<file path="config.mk">
export PLATFORM = sky130hd
export DESIGN_NAME = cac_cfg_regs
export DESIGN_NICKNAME = d
export VERILOG_FILES = /design/src/rtl/cac_pkg.sv /design/src/rtl/cac_cfg_regs.sv
export SDC_FILE = /design/constraint.sdc
export NUM_CORES = 1
export LEC_CHECK = 0
export BUFFER_PORTS_ARGS = -buffer_cell sky130_fd_sc_hd__buf_2
export CORE_ASPECT_RATIO = 0.8
export CORE_UTILIZATION = 30
export CTS_BUF_LIST = sky130_fd_sc_hd__clkbuf_16
export DETAILED_ROUTE_END_ITERATION = 10
export GPL_TIMING_DRIVEN = 0
export REMOVE_ABC_BUFFERS = 1
export SETUP_SLACK_MARGIN = 0.3
export SLEW_MARGIN = 20
export SYNTH_ARGS = -nofsm -noshare
export SYNTH_HDL_FRONTEND = slang
export SYNTH_SLANG_ARGS = --single-unit
</file>
<file path="constraint.sdc">
create_clock -name clk_i -period 3.7 [get_ports clk_i]
set_clock_uncertainty 0.15 [all_clocks]
set_input_delay 0.74 -clock clk_i [delete_from_list [all_inputs] [get_ports clk_i]]
set_output_delay 0.74 -clock clk_i [all_outputs]
set_load 0.005 [all_outputs]
</file>
<file path="src/rtl/cac_pkg.sv">
`timescale 1ns / 1ps
// ----------------------------------------------------------------------------
// cac_pkg
// Types, constants and the arctangent table for the connector alignment check.
// ----------------------------------------------------------------------------
package cac_pkg;

  localparam int CORDIC_STEPS_DEF  = 16;
  localparam int POS_FRAC_BITS_DEF = 16;

  // angle word, units of 2^-16 rad
  localparam int ZW = 20;
  localparam logic signed [ZW-1:0] ANG_PI      = 20'sd205887;
  localparam logic signed [ZW-1:0] ANG_HALF_PI = 20'sd102944;
  localparam logic signed [ZW-1:0] ANG_TWO_PI  = 20'sd411775;

  localparam logic [29:0] KINV_Q30       = 30'd652032874;
  localparam logic [14:0] ERR_MAX        = 15'd25736;
  localparam logic [15:0] IDLE_MILLIAMPS = 16'hF448;

  localparam int PADDR_W = 5;

  typedef enum logic [2:0] {
    REG_ROBOT_OFFSET   = 3'd0,
    REG_STATION_OFFSET = 3'd1,
    REG_DOCK_RADIUS    = 3'd2,
    REG_ANGLE_LIMIT    = 3'd3,
    REG_SUPPLY_MV      = 3'd4,
    REG_SUPPLY_MA      = 3'd5
  } reg_idx_e;

  typedef struct packed {
    logic signed [31:0] robot_px;
    logic signed [31:0] robot_py;
    logic signed [15:0] robot_qx;
    logic signed [15:0] robot_qy;
    logic signed [15:0] robot_qz;
    logic signed [15:0] robot_qw;
    logic signed [31:0] station_px;
    logic signed [31:0] station_py;
    logic signed [15:0] station_qx;
    logic signed [15:0] station_qy;
    logic signed [15:0] station_qz;
    logic signed [15:0] station_qw;
  } in_req_t;

  typedef struct packed {
    logic               docked;
    logic [15:0]        out_millivolts;
    logic signed [15:0] out_milliamps;
    logic [14:0]        angle_error;
  } out_req_t;

  typedef struct packed {
    logic [15:0]        robot_offset;
    logic [15:0]        station_offset;
    logic [15:0]        dock_radius;
    logic [14:0]        angle_limit;
    logic [15:0]        supply_millivolts;
    logic signed [15:0] supply_milliamps;
  } cfg_t;

  typedef struct packed {
    logic signed [31:0] rpx;
    logic signed [31:0] rpy;
    logic signed [31:0] spx;
    logic signed [31:0] spy;
  } pos_t;

  // atan(2^-i) * 2^16, rounded
  function automatic logic signed [ZW-1:0] atan_lut(input int unsigned i);
    logic signed [ZW-1:0] v;
    case (i)
      0:       v = 20'sd51472;
      1:       v = 20'sd30386;
      2:       v = 20'sd16055;
      3:       v = 20'sd8150;
      4:       v = 20'sd4091;
      5:       v = 20'sd2047;
      6:       v = 20'sd1024;
      7:       v = 20'sd512;
      8:       v = 20'sd256;
      9:       v = 20'sd128;
      10:      v = 20'sd64;
      11:      v = 20'sd32;
      12:      v = 20'sd16;
      13:      v = 20'sd8;
      14:      v = 20'sd4;
      15:      v = 20'sd2;
      16:      v = 20'sd1;
      default: v = '0;
    endcase
    return v;
  endfunction

endpackage

</file>
<file path="src/rtl/cac_cfg_regs.sv">
`timescale 1ns / 1ps
// ----------------------------------------------------------------------------
// cac_cfg_regs
// APB register file holding offsets, limits and supply values.
// ----------------------------------------------------------------------------
module cac_cfg_regs (
  input  logic                        clk_i,
  input  logic                        rst_ni,
  input  logic                        psel,
  input  logic                        penable,
  input  logic                        pwrite,
  input  logic [cac_pkg::PADDR_W-1:0] paddr,
  input  logic [31:0]                 pwdata,
  output logic [31:0]                 prdata,
  output logic                        pready,
  output cac_pkg::cfg_t               cfg_o
);
  import cac_pkg::*;

  cfg_t     cfg_q, cfg_d;
  reg_idx_e idx;
  logic     wr;

  assign idx    = reg_idx_e'(paddr[PADDR_W-1:2]);
  assign wr     = psel && penable && pwrite;
  assign pready = 1'b1;

  always_comb begin
    cfg_d = cfg_q;
    if (wr) begin
      case (idx)
        REG_ROBOT_OFFSET:   cfg_d.robot_offset      = pwdata[15:0];
        REG_STATION_OFFSET: cfg_d.station_offset    = pwdata[15:0];
        REG_DOCK_RADIUS:    cfg_d.dock_radius       = pwdata[15:0];
        REG_ANGLE_LIMIT:    cfg_d.angle_limit       = pwdata[14:0];
        REG_SUPPLY_MV:      cfg_d.supply_millivolts = pwdata[15:0];
        REG_SUPPLY_MA:      cfg_d.supply_milliamps  = pwdata[15:0];
        default: ;
      endcase
    end
  end

  always_comb begin
    case (idx)
      REG_ROBOT_OFFSET:   prdata = {16'b0, cfg_q.robot_offset};
      REG_STATION_OFFSET: prdata = {16'b0, cfg_q.station_offset};
      REG_DOCK_RADIUS:    prdata = {16'b0, cfg_q.dock_radius};
      REG_ANGLE_LIMIT:    prdata = {17'b0, cfg_q.angle_limit};
      REG_SUPPLY_MV:      prdata = {16'b0, cfg_q.supply_millivolts};
      REG_SUPPLY_MA:      prdata = {16'b0, cfg_q.supply_milliamps};
      default:            prdata = '0;
    endcase
  end

  always_ff @(posedge clk_i or negedge rst_ni) begin
    if (!rst_ni) begin
      cfg_q.robot_offset      <= 16'd11796;
      cfg_q.station_offset    <= 16'd14418;
      cfg_q.dock_radius       <= 16'd1966;
      cfg_q.angle_limit       <= 15'd4096;
      cfg_q.supply_millivolts <= 16'd30000;
      cfg_q.supply_milliamps  <= 16'sd5000;
    end else begin
      cfg_q <= cfg_d;
    end
  end

  assign cfg_o = cfg_q;

endmodule
</file>
==> Word level (Yosys, flattened, before mapping) <==
Cells that the tools add are included.
W data, S select, Z words.
{ "totals": {"regBits": 95} }
{ "op_classes": {"n_reduce_logical": 9, "n_eq_ne": 5, "mux": 1} }
{ "ops": {"columns": ["op", "n"], "rows": [
  ["$pmux W16 S6", 1],
  ["$reduce_and A2 Y1", 6],
  ["$eq A3 B2 Y1 const B", 2],
  ["$eq A3 B3 Y1 const B", 2],
  ["$eq A3 B1 Y1 const B", 1],
  ["$logic_not A3 Y1", 1],
  ["$logic_and A1 B1 Y1", 2]
]} }

==> Depth between registers and ports, before layout <==
{ "logic_depth": {"ltp_word": 3, "mapped_depth": 6, "ltp_nobuf": 3} }

==> Worst setup path before layout <==
No wires, ideal clock.
{ "synth_path": {"path_type": "input to output", "startpoint": "input paddr[3] in the netlist's numbering", "endpoint": "output prdata[7]", "path_buffers": 2, "slack_ps": 1082, "t_arrival_ps": 1728, "cell_stages": 5, "path_cell_list": "buf_2 buf_2 mux2_2 a221oi_1 a31oi_1"} }
{ "synth_via": {"elab_chain_len": 2, "word_cells_on_any_way": 7, "classes_between": "5 x eq/ne; 1 x mux; 1 x reduce/logical"} }
{ "synth_lines": {"columns": ["item", "line_no", "rtl"], "rows": [
  ["from (decl)", "cac_cfg_regs.sv:12", "input logic [cac_pkg::PADDR_W-1:0] paddr,"],
  ["$eq A3 B3 Y1 (tied with other cells)", "cac_cfg_regs.sv:44", "case (idx)"],
  ["$pmux W16 S6 (*)", "cac_cfg_regs.sv:44", null],
  ["to (decl)", "cac_cfg_regs.sv:14", "output logic [31:0] prdata,"]
]} }
Every way passes the cells marked *; elsewhere a longest branch is shown, timed or not.

==> Worst setup path after layout <==
{ "layout_path": {"startpoint": "input paddr[3] in the netlist's numbering", "endpoint": "output prdata[0]"} }
Same word-level chain as after synthesis.

==> summary.txt <==
Outcome
  – Outcome: complete, no violations

Synth
  – Synthesized flop and latch total: 95
  – Seq/Total Area, Yosys: 52.26%
  – Synthesized area: 0.004628 mm2
  – Distinct cells, synth: 37
  – Area leader, netlist: dfrtp_1
  – Yosys Warn Count: 0
  – Synthesized area per cell: 13.61 um2
  – Synth area leaders: dfrtp_1 34%, mux2_2 25%, dfstp_2 19%
  – Synth top area share: 33.52%
  – Cells after Synth: 340

Placed design
  – Number of port buffers: approximately 130
  – Cell area after placement: about 0.0055 mm2
  – RePlAce Congestion: 0.7440
  – HPWL after DPL: approximately 8400 um

Floorplanning
  – Initial core utilization: 30.72%
  – Io pins: 170
  – Die area: approximately 0.016 mm2
  – Area of the core: roughly 0.015 mm2
  – Placement row count: 40
  – Die Span X: 140.9 um
  – Die Span Y: 113.1 um

Finish
  – Max FFs per register: 95
  – Most frequent cells in the layout: 132 x buf_2, 103 x mux2_2, 62 x dfrtp_1, 33 x dfstp_2, 17 x conb_1
  – Share of cells above drive strength 1: 64.89%
  – Ant diodes: 0
  – Post-route cell area: 0.005739 mm2
  – Nets: 507
  – Synthesis-to-finish area growth: 24.01%
  – Most common cell after layout, fill and taps aside: buf_2

Critical path
  – Setup CP Type: primary input to primary output
  – Worst Path Arrival: 2.41 ns
  – Critical Path Sink Type: primary output
  – Required time of the worst setup path: between 2 and 3 ns
  – Critical path fanouts, max: 26
  – Worst r2r path cells: 1
  – Startpoint Class: primary input

Flow run
  – Max cap viols: 0

Pwr
  – Total power: 3000 uW
  – Peak VDD IR: 0.0002347 V
  – Lkg Pwr: 0.002756 uW
  – Pwr/cell area: between 500 and 600 mW/mm2

Clock tree
  – CTS Sinks: 95
  – CTS tree: done
  – Clk Latency, worst-skew pair: 0.35 ns
  – CTS buffer count: 9
  – CTS Buffer Depth: 2
  – Reg clk slew, reported paths: 0.07 ns
  – H-Tree Depth: 3
  – Setup bufs post-CTS: 0
  – CTS root buf: clkbuf_16
  – # hold bufs at CTS: 0

Global route
  – Initial antenna violation count: 0
  – Global-route wire length before repair: 19150 um
  – Largest net degree at the start of global routing: 82
  – GRT Util Overall: 16.37%
  – Vias in the first global route: 3312
  – Grt ovf: 0

Worst hold path
  – Hold Path Class: primary input to asynchronous set/reset pin

Drt
  – Vias: 3243
  – DRT iter0 DRCs: ~110
  – Via/cell ratio: 4.769
  – DR pass1 iterations: 4
  – # DRC: 0
  – Routed WL: 12600 um
  – Final ANT Viol Nets: 0
  – Avg WL per Cell: ~19 um

STA
  – Final hold violations: 0
  – Max-slew headroom: 50.58%
  – Unrepaired setup endpoints after global routing: no
  – FMAX: 303.4 MHz
  – Slew @ Worst Pin: between 0.7 and 0.8 ns
  – # setup viols final: 0
  – Final Max Slew Viols: 0
  – Tmin final: 3.296 ns
  – Fin crit share: about nine tenths
critical path, stage by stage:
cell	delay (ns)
buf_2	0.53
nand2b_2	0.44
nor2_1	0.14
a221o_1	0.41
buf_2	0.13
layout make-up:
cell class / count / area [um2]
fillers: 1459 / 9325
flip-flops and latches: 95 / 2419
multi-input cells: 220 / 2044
repair buffers: 137 / 737.0
well taps: 210 / 262.8
clock buffers: 9 / 225.2
clock inverters: 7 / 40.04
inverters: 2 / 11.26
cells in the mapped netlist, drive strengths merged:
library cell / count
nand4b: 1
o221ai: 5
clkbuf: 3
mux2i: 16
a221o: 3
a31oi: 2
o22a: 1
and3b: 2
a32oi: 1
nand2: 7
o21ai: 3
a22oi: 4
dfrtp: 62
nand2b: 2
or3: 1
a21oi: 7
nand4: 1
inv: 1
nor2b: 3
dfstp: 33
a221oi: 3
nor3: 1
nand3b: 1
clkinv: 1
conb: 2
buf: 35
nor2: 9
a21o: 1
mux2: 113
nor3b: 4
nand3: 8
o22ai: 4
timing repair:
item                       CTS  global route
resized for setup            1             1
cloned                       0             0
setup endpoints to repair    3             2
layer usage:
metal | wire length, um | track usage, % | part of all wire, % | vias up
li1 | - | - | - | 1464
met1 | 5433 | 20.13 | 43 | 1647
met2 | 6115 | 27.06 | 49 | 117
met3 | 924 | 5.755 | 7.3 | 15
met4 | 123 | 4.855 | 0.98 | 0
met5 | 0 | 0 | 0 | -
metrics by stage:
stage	setup slack, ns	setup TNS (ns)	hold slack (ns)	util [%]	instances
2_1_floorplan	1.354	0	0.2944	-	317
3_3_place_gp	-0.6795	-20.19	0.3560	35.69	661
3_5_place_dp	0.1722	0	0.3625	36.26	664
4_1_cts	0.3632	0	0.04885	38.04	680
5_1_grt	0.3269	0	0.05057	38.10	680
6_report	0.4043	0	0.05923	38.10	680
worst paths after layout:
check / startpoint / to / slack, ns
min in group clk_i: cfg_o[42] / cfg_o[42] / 0.38
setup reg to reg: cfg_o[80] / cfg_o[80] / 2.75
setup / recovery: paddr[3] / prdata[0] / 0.40
hold / removal: rst_ni / cfg_o[13] / 0.06
hold reg to reg: cfg_o[42] / cfg_o[42] / 0.38
max in group asynchronous: rst_ni / cfg_o[74] / 2.65
kinds of logic (layout without fill, tap and decap cells):
family	count (synthesis)	after routing	synth area share (%)
AOI/OAI and AO/OA	34	34	5.245
buffers and inverters	40	155	5.380
DFF	95	95	52.26
muxes	129	129	31.77
other	2	17	0.1623
and+or+nand+nor	40	40	5.191
report_power, final:
part,switching (uW),total (uW),internal (uW),leakage (uW)
combinational,298,706,408,0.00150
sequential,154,1450,1300,0.00114
clock,396,844,448,0.000124
total,848,3000,2150,0.00276
Note: power is estimated with default switching activity, not from simulation.
