--- src/rtl/cac_pkg.sv ---
`timescale 1ns / 1ps
// ----------------------------------------------------------------------------
// cac_pkg
// Types, constants and the arctangent table for the connector alignment check.
// ----------------------------------------------------------------------------
package cac_pkg;

  localparam int CORDIC_STEPS_DEF  = 16;
  localparam int POS_FRAC_BITS_DEF = 16;

  // angle word, units of 2^-16 rad
  localparam int ZW = 20;
  localparam logic signed [ZW-1:0] ANG_PI      = 20'sd205887;
  localparam logic signed [ZW-1:0] ANG_HALF_PI = 20'sd102944;
  localparam logic signed [ZW-1:0] ANG_TWO_PI  = 20'sd411775;

  localparam logic [29:0] KINV_Q30       = 30'd652032874;
  localparam logic [14:0] ERR_MAX        = 15'd25736;
  localparam logic [15:0] IDLE_MILLIAMPS = 16'hF448;

  localparam int PADDR_W = 5;

  typedef enum logic [2:0] {
    REG_ROBOT_OFFSET   = 3'd0,
    REG_STATION_OFFSET = 3'd1,
    REG_DOCK_RADIUS    = 3'd2,
    REG_ANGLE_LIMIT    = 3'd3,
    REG_SUPPLY_MV      = 3'd4,
    REG_SUPPLY_MA      = 3'd5
  } reg_idx_e;

  typedef struct packed {
    logic signed [31:0] robot_px;
    logic signed [31:0] robot_py;
    logic signed [15:0] robot_qx;
    logic signed [15:0] robot_qy;
    logic signed [15:0] robot_qz;
    logic signed [15:0] robot_qw;
    logic signed [31:0] station_px;
    logic signed [31:0] station_py;
    logic signed [15:0] station_qx;
    logic signed [15:0] station_qy;
    logic signed [15:0] station_qz;
    logic signed [15:0] station_qw;
  } in_req_t;

  typedef struct packed {
    logic               docked;
    logic [15:0]        out_millivolts;
    logic signed [15:0] out_milliamps;
    logic [14:0]        angle_error;
  } out_req_t;

  typedef struct packed {
    logic [15:0]        robot_offset;
    logic [15:0]        station_offset;
    logic [15:0]        dock_radius;
    logic [14:0]        angle_limit;
    logic [15:0]        supply_millivolts;
    logic signed [15:0] supply_milliamps;
  } cfg_t;

  typedef struct packed {
    logic signed [31:0] rpx;
    logic signed [31:0] rpy;
    logic signed [31:0] spx;
    logic signed [31:0] spy;
  } pos_t;

  // atan(2^-i) * 2^16, rounded
  function automatic logic signed [ZW-1:0] atan_lut(input int unsigned i);
    logic signed [ZW-1:0] v;
    case (i)
      0:       v = 20'sd51472;
      1:       v = 20'sd30386;
      2:       v = 20'sd16055;
      3:       v = 20'sd8150;
      4:       v = 20'sd4091;
      5:       v = 20'sd2047;
      6:       v = 20'sd1024;
      7:       v = 20'sd512;
      8:       v = 20'sd256;
      9:       v = 20'sd128;
      10:      v = 20'sd64;
      11:      v = 20'sd32;
      12:      v = 20'sd16;
      13:      v = 20'sd8;
      14:      v = 20'sd4;
      15:      v = 20'sd2;
      16:      v = 20'sd1;
      default: v = '0;
    endcase
    return v;
  endfunction

endpackage

--- src/rtl/cac_cordic_cell.sv ---
`timescale 1ns / 1ps
// ----------------------------------------------------------------------------
// cac_cordic_cell
// One CORDIC micro-rotation with its output register; vectoring or rotation.
// ----------------------------------------------------------------------------
module cac_cordic_cell #(
  parameter int W    = 36,
  parameter int STEP = 0,
  parameter bit VEC  = 1'b1
) (
  input  logic                         clk_i,
  input  logic                         en_i,
  input  logic signed [W-1:0]          x_i,
  input  logic signed [W-1:0]          y_i,
  input  logic signed [cac_pkg::ZW-1:0] z_i,
  output logic signed [W-1:0]          x_o,
  output logic signed [W-1:0]          y_o,
  output logic signed [cac_pkg::ZW-1:0] z_o
);
  import cac_pkg::*;

  localparam logic signed [ZW-1:0] ATAN = atan_lut(STEP);

  logic signed [W-1:0]  xs, ys, x_d, y_d, x_q, y_q;
  logic signed [ZW-1:0] z_d, z_q;
  logic                 cw;

  assign xs = x_i >>> STEP;
  assign ys = y_i >>> STEP;
  // vectoring drives y to zero, rotation drives z to zero
  assign cw = VEC ? !y_i[W-1] : z_i[ZW-1];

  always_comb begin
    if (cw) begin
      x_d = x_i + ys;
      y_d = y_i - xs;
      z_d = z_i + ATAN;
    end else begin
      x_d = x_i - ys;
      y_d = y_i + xs;
      z_d = z_i - ATAN;
    end
  end

  always_ff @(posedge clk_i) begin
    if (en_i) begin
      x_q <= x_d;
      y_q <= y_d;
      z_q <= z_d;
    end
  end

  assign x_o = x_q;
  assign y_o = y_q;
  assign z_o = z_q;

endmodule

--- config.mk ---
export PLATFORM = sky130hd
export DESIGN_NAME = cac_cordic_cell
export DESIGN_NICKNAME = d
export VERILOG_FILES = /design/src/rtl/cac_pkg.sv /design/src/rtl/cac_cordic_cell.sv
export SDC_FILE = /design/constraint.sdc
export NUM_CORES = 1
export LEC_CHECK = 0
export BUFFER_PORTS_ARGS = -buffer_cell sky130_fd_sc_hd__buf_2
export CAP_MARGIN = 20
export CORE_MARGIN = 3
export CORE_UTILIZATION = 32
export DETAILED_ROUTE_END_ITERATION = 10
export PLACE_DENSITY = 0.59
export SYNTH_ARGS = -nofsm -noshare
export SYNTH_HDL_FRONTEND = slang
export SYNTH_SLANG_ARGS = --single-unit
--- constraint.sdc ---
create_clock -name clk_i -period 4.2 [get_ports clk_i]
set_clock_uncertainty 0.05 [all_clocks]
set_input_delay 0.84 -clock clk_i [delete_from_list [all_inputs] [get_ports clk_i]]
set_output_delay 0.84 -clock clk_i [all_outputs]
set_load 0.05 [all_outputs]
* Word-level counts from Yosys, hierarchy flattened
Index checks and enable logic that the tools add are counted.
** Operators by class
- $add $sub $neg :: 5
- $mul :: 0
- Div/mod/pow operators :: 0
- Magnitude comparators :: 0
- Equal/unequal tests :: 0
- Shift-type cells :: 0
- Muxes and demuxes :: 3
- Bitwise operators :: 0
- Reductions and logical operators :: 0
** Operators by type and width (number)
- $mux W36 :: 2
- $sub A36 B36 Y36 :: 2
- $add A36 B36 Y36 :: 1
- $add A20 B17 Y20 const B :: 1
- $mux W20 :: 1
- $sub A20 B17 Y20 const B :: 1
** Storage, ports and cells
- Bits in registers :: 92
- Bits in latches :: 0
- Bits in writable memories :: 0
- Bits in read-only memories :: 0
- Output and inout port bits :: 92
- Logic and storage cells :: 11
- Memories :: 0

* Depth between registers and ports, before layout
- Depth in word-level cells :: 2
- Depth in mapped cells :: 12
- Mapped depth without buffers :: 12

* Least setup slack after synthesis
OpenSTA, ideal clock, no wires.
- Path kind :: input to register
- From :: input port y_i[35]
- To :: register z_q[18] (netlist: z_o[18]), data pin
- Setup time :: 0.259 ns
- Arrival time :: 3.046 ns
- Required time :: 3.891 ns
- Setup slack :: 0.846 ns
- Stages on the path :: 12
- Buffers on the path :: 1
- Cell sequence :: clkinv_1 > clkbuf_1 > fa_1 > nor2b_1 > o21ai_0 > nand2b_1 > a21o_1 > a21o_1 > a21boi_1 > o21ai_0 > nor4b_1 > a211o_1
** On the way
- Longest elaborated chain between the ends :: 1
** Ends and longest elaborated chain
- start, declared :: RTL line cac_cordic_cell.sv:14 : input logic signed [W-1:0] y_i,
- $mux W20 :: RTL line cac_cordic_cell.sv:34 : if (cw) begin
- via z_d[18] :: RTL line cac_cordic_cell.sv:25 : logic signed [ZW-1:0] z_d, z_q;
- end signal, assigned :: RTL line cac_cordic_cell.sv:49 : z_q <= z_d;
- end, declared :: RTL line cac_cordic_cell.sv:25
The timed path passes the listed nets, and every way through them passes these cells.
A chain may end at the register's enable or synchronous reset.

* Final worst setup path
- From :: input port x_i[1]
- To :: register x_q[23] (netlist: x_o[23]), data pin
** On the way
- Longest elaborated chain between the ends :: 2
** Ends and longest elaborated chain
- start, declared :: RTL line cac_cordic_cell.sv:13 : input logic signed [W-1:0] x_i,
- $add A36 B36 Y36 or $sub A36 B36 Y36 (tied branches) :: RTL line cac_cordic_cell.sv:35, cac_cordic_cell.sv:39
- $mux W36 * :: RTL line cac_cordic_cell.sv:34
- via x_d[23] :: RTL line cac_cordic_cell.sv:24 : logic signed [W-1:0] xs, ys, x_d, y_d, x_q, y_q;
- end signal, assigned :: RTL line cac_cordic_cell.sv:47 : x_q <= x_d;
- end, declared :: RTL line cac_cordic_cell.sv:24
The timed path passes the listed nets; every way through them passes the cells marked *.

==> flow_summary.json <==
{
  "run_status": "completed",
  "final_core_utilization_pct": 38.9,
  "count_of_mapped_cells_out_of_synthesis": 1155,
  "fill_cells": 3139,
  "combinationalPowerShare_pct": 47.1,
  "power.density_nw_per_um2": 356,
  "area.sequential_um2": 2730,
  "postRouteWirelength_um": 33300,
  "grt_start_max_net_pins": 75,
  "timing.critical_path.fanout_max": 5,
  "grt_remaining_overflow": 0,
  "floorplan.core_area_um2": 30000,
  "buffer_ports.inserted": 185,
  "cts_setup_buffers": 0,
  "initial_utilization_pct": 32.9,
  "synth_edf_count": 91,
  "p_sw_share_pct": 44.2,
  "postRouteAntennaNets": 0,
  "endpoint_kind_of_the_worst_setup_timing_path": "flop",
  "postSynth.topFlopCell": "sky130_fd_sc_hd__edfxtp_1",
  "grt_first_pass_wirelength_um": 51000,
  "num_vias": 9370,
  "final_cell_count_no_fill": 1734,
  "place_hpwl_um": 26600,
  "ctsRootBufferMaster": "sky130_fd_sc_hd__clkbuf_16",
  "die-height_um": 182,
  "post-synth-top-area-cell": "sky130_fd_sc_hd__edfxtp_1",
  "layout_common_cells": "sky130_fd_sc_hd__buf_2 (183), sky130_fd_sc_hd__a21oi_1 (132), sky130_fd_sc_hd__ha_1 (119)",
  "crit_chain": "buf_2, inv_1, ha_1, nor2b_1, o2111ai_1, nand3b_1, o31a_1, a41oi_2, o31ai_2, nand2_1, a31oi_1, xnor2_1",
  "critical_path.top_delay_family": "compound AO/OA/AOI/OAI gates",
  "routabilityCongestion": 0.922,
  "first_global_vias": 9145,
  "worstPathRequired_ns": 4.30,
  "drt-pass1-iter-count": 5,
  "antenna_cells": 0,
  "buffer_and_inverter_count_on_the_worst_path": 2,
  "cp_startpoint_kind": "input port",
  "cts-hold-fix-buffers": 0,
  "critPathArrivalTime_ns": 3.77,
  "p_clk_share_pct": 22.9,
  "synthesis.nets": 1372,
  "seq_power_share_pct": 30.0,
  "chipWidth_um": 182,
  "clk_transition_reported_paths_ns": 0.07,
  "ys_seq_elements": 91,
  "areaGrowthSynthToFinish_pct": 18.1,
  "via_per_inst": 5.40,
  "nets": 1556,
  "critPathMaxStageDelay_ns": 0.59,
  "fmaxAchievable_ghz": 0.273,
  "placement.setup.worst_slack_ns": 0.235,
  "unrepaired_setup_endpoints_after_global_routing": "false",
  "clock_tree.buffer_depth": 2,
  "critical_path_class": "in2reg",
  "cp.depth": 12,
  "timing.critical_path.slowest_stage_cell": "sky130_fd_sc_hd__o31ai_2",
  "post_synth.cell_area_avg_um2": 8.56,
  "hold_path_class": "in2reg",
  "cts-buffers-inserted": 9,
  "worstMarginPinSlew_ns": 0.835,
  "grtUsageTotal_pct": 19.4,
  "synth-async-reset-ratio_pct": 0,
  "synth-seq-area-share_pct": 27.6,
  "timing.final.crit_period_ns": 3.66,
  "relative_slew_slack_pct": 44.3,
  "h-tree-depth": 3,
  "finalCritPeriodShare_pct": 87.2,
  "row_count": 63,
  "synth.distinct_cells": 90,
  "final-setup-viol-count": 0,
  "clock_sink_count": 91,
  "share_of_post_route_cells_with_drive_strength_above_1_pct": 21.4,
  "numPlacedInstances": 1718,
  "fin_worst_setup_slack_ns": 0.537,
  "int_power_mw": 2.32,
  "synth_top_cell_area_share_pct": 27.6,
  "grt_antenna_before_repair": 0,
  "timing.max_cap.violations": 0,
  "post_synth_main_area_contributors": "sky130_fd_sc_hd__edfxtp_1 (28%), sky130_fd_sc_hd__ha_1 (15%), sky130_fd_sc_hd__a21oi_1 (6.7%)",
  "post_synth_instance_area_um2": 9890,
  "io_pins": 186,
  "drt-initial-drc-count": 861,
  "setup_total_negative_slack_ns": 0,
  "dieArea_um2": 33100,
  "ir_drop_mv": 0.196,
  "multi_input_area_um2": 6460,
  "synth-warning-count": 0,
  "tritoncts": "built",
  "post-route-drc-count": 0,
  "switchingPower_mw": 1.84,
  "mostFrequentLayoutCell": "sky130_fd_sc_hd__buf_2",
  "worstHoldPathCells": 1,
  "routedWlPerCell_um": 19.2,
  "final-hold-violation-count": 0,
  "cellLeakagePower_nw": 5.25,
  "maxSlewViolCount": 0,
  "postCtsResizedCells": 0
}
## registers in the layout, indices dropped and copies added (netlist names)
name	cells
z_o	20
x_o	36
y_o	35
## cells in the mapped netlist (3+ instances only)
cell,count
sky130_fd_sc_hd__nor3_1,14
sky130_fd_sc_hd__a21boi_1,3
sky130_fd_sc_hd__o21ai_1,8
sky130_fd_sc_hd__and2_1,8
sky130_fd_sc_hd__a311oi_1,3
sky130_fd_sc_hd__buf_6,4
sky130_fd_sc_hd__o311ai_1,4
sky130_fd_sc_hd__inv_2,7
sky130_fd_sc_hd__nand2_1,61
sky130_fd_sc_hd__a21bo_2,3
sky130_fd_sc_hd__o21bai_1,26
sky130_fd_sc_hd__o31ai_1,10
sky130_fd_sc_hd__buf_4,3
sky130_fd_sc_hd__nor2_1,92
sky130_fd_sc_hd__fa_1,4
sky130_fd_sc_hd__edfxtp_1,91
sky130_fd_sc_hd__o21a_1,7
sky130_fd_sc_hd__buf_1,8
sky130_fd_sc_hd__buf_2,16
sky130_fd_sc_hd__mux2i_1,14
sky130_fd_sc_hd__nand2b_1,11
sky130_fd_sc_hd__ha_1,119
sky130_fd_sc_hd__nand4_1,12
sky130_fd_sc_hd__nand3_1,12
sky130_fd_sc_hd__nor2b_1,15
sky130_fd_sc_hd__o211ai_1,14
sky130_fd_sc_hd__a41oi_1,3
sky130_fd_sc_hd__o2111ai_1,3
sky130_fd_sc_hd__xnor2_1,65
sky130_fd_sc_hd__nor4_1,11
sky130_fd_sc_hd__xor2_1,14
sky130_fd_sc_hd__inv_1,105
sky130_fd_sc_hd__or4_1,6
sky130_fd_sc_hd__a211oi_1,17
sky130_fd_sc_hd__o221ai_1,3
sky130_fd_sc_hd__nand3b_1,4
sky130_fd_sc_hd__a21o_1,44
sky130_fd_sc_hd__a21oi_1,132
sky130_fd_sc_hd__a31oi_1,10
sky130_fd_sc_hd__o31a_1,4
sky130_fd_sc_hd__o21ai_0,72
sky130_fd_sc_hd__and3_1,9
sky130_fd_sc_hd__clkbuf_1,21
## stage by stage
stage | power (mW) | hold WS (ns) | area [um^2]
final | 4.16 | 0.595 | 11700
after global routing | 4.36 | 0.591 | 11700
after CTS | 4.17 | 0.582 | 11700
after detailed placement | 3.21 | 0.974 | 11400
after global placement | 3.20 | 0.972 | 11400
after floorplan | 2.65 | 0.889 | 9890
## cell families after synthesis
logic type	count (synthesis)	share of synthesized area [%]
AO/OA/AOI/OAI	403	27.1
XOR/XNOR	79	7.00
adder cells (fa/ha/maj)	123	15.9
buffers and inverters	168	7.03
flip-flops	91	27.6
multiplexers	15	1.53
AND/OR/NAND/NOR	276	13.9
## final timing paths
check                 startpoint  endpoint  slack [ns]
worst min-delay path      z_i[1]    z_o[1]        0.60
worst max-delay path      x_i[1]   x_o[23]        0.54
## routing by layer
metal / GRT usage (%) / share of wire, %
met3: 3.35 / 6.8
met1: 27.3 / 47
met4: 5.15 / 1.6
met2: 30.9 / 45
met5: 0 / 0
## area by class of cell
type,instances,share of cell area (%)
tap,390,4.18
multi-input combinational,896,55.3
sequential,91,23.4
timing repair buffer,225,10.5
clock buffer,9,1.93
inverter,116,3.76
clock inverter,7,0.900
## power by group through the flow
stage          registers [mW]  logic [mW]  clock network [mW]
2_1_floorplan            1.79       0.866                   0
3_3_place_gp             1.27        1.93                   0
3_5_place_dp             1.27        1.94                   0
4_1_cts                  1.25        1.95               0.973
5_1_grt                  1.26        2.09                1.00
6_report                 1.25        1.96               0.953
(Power assumes the default switching activity.)
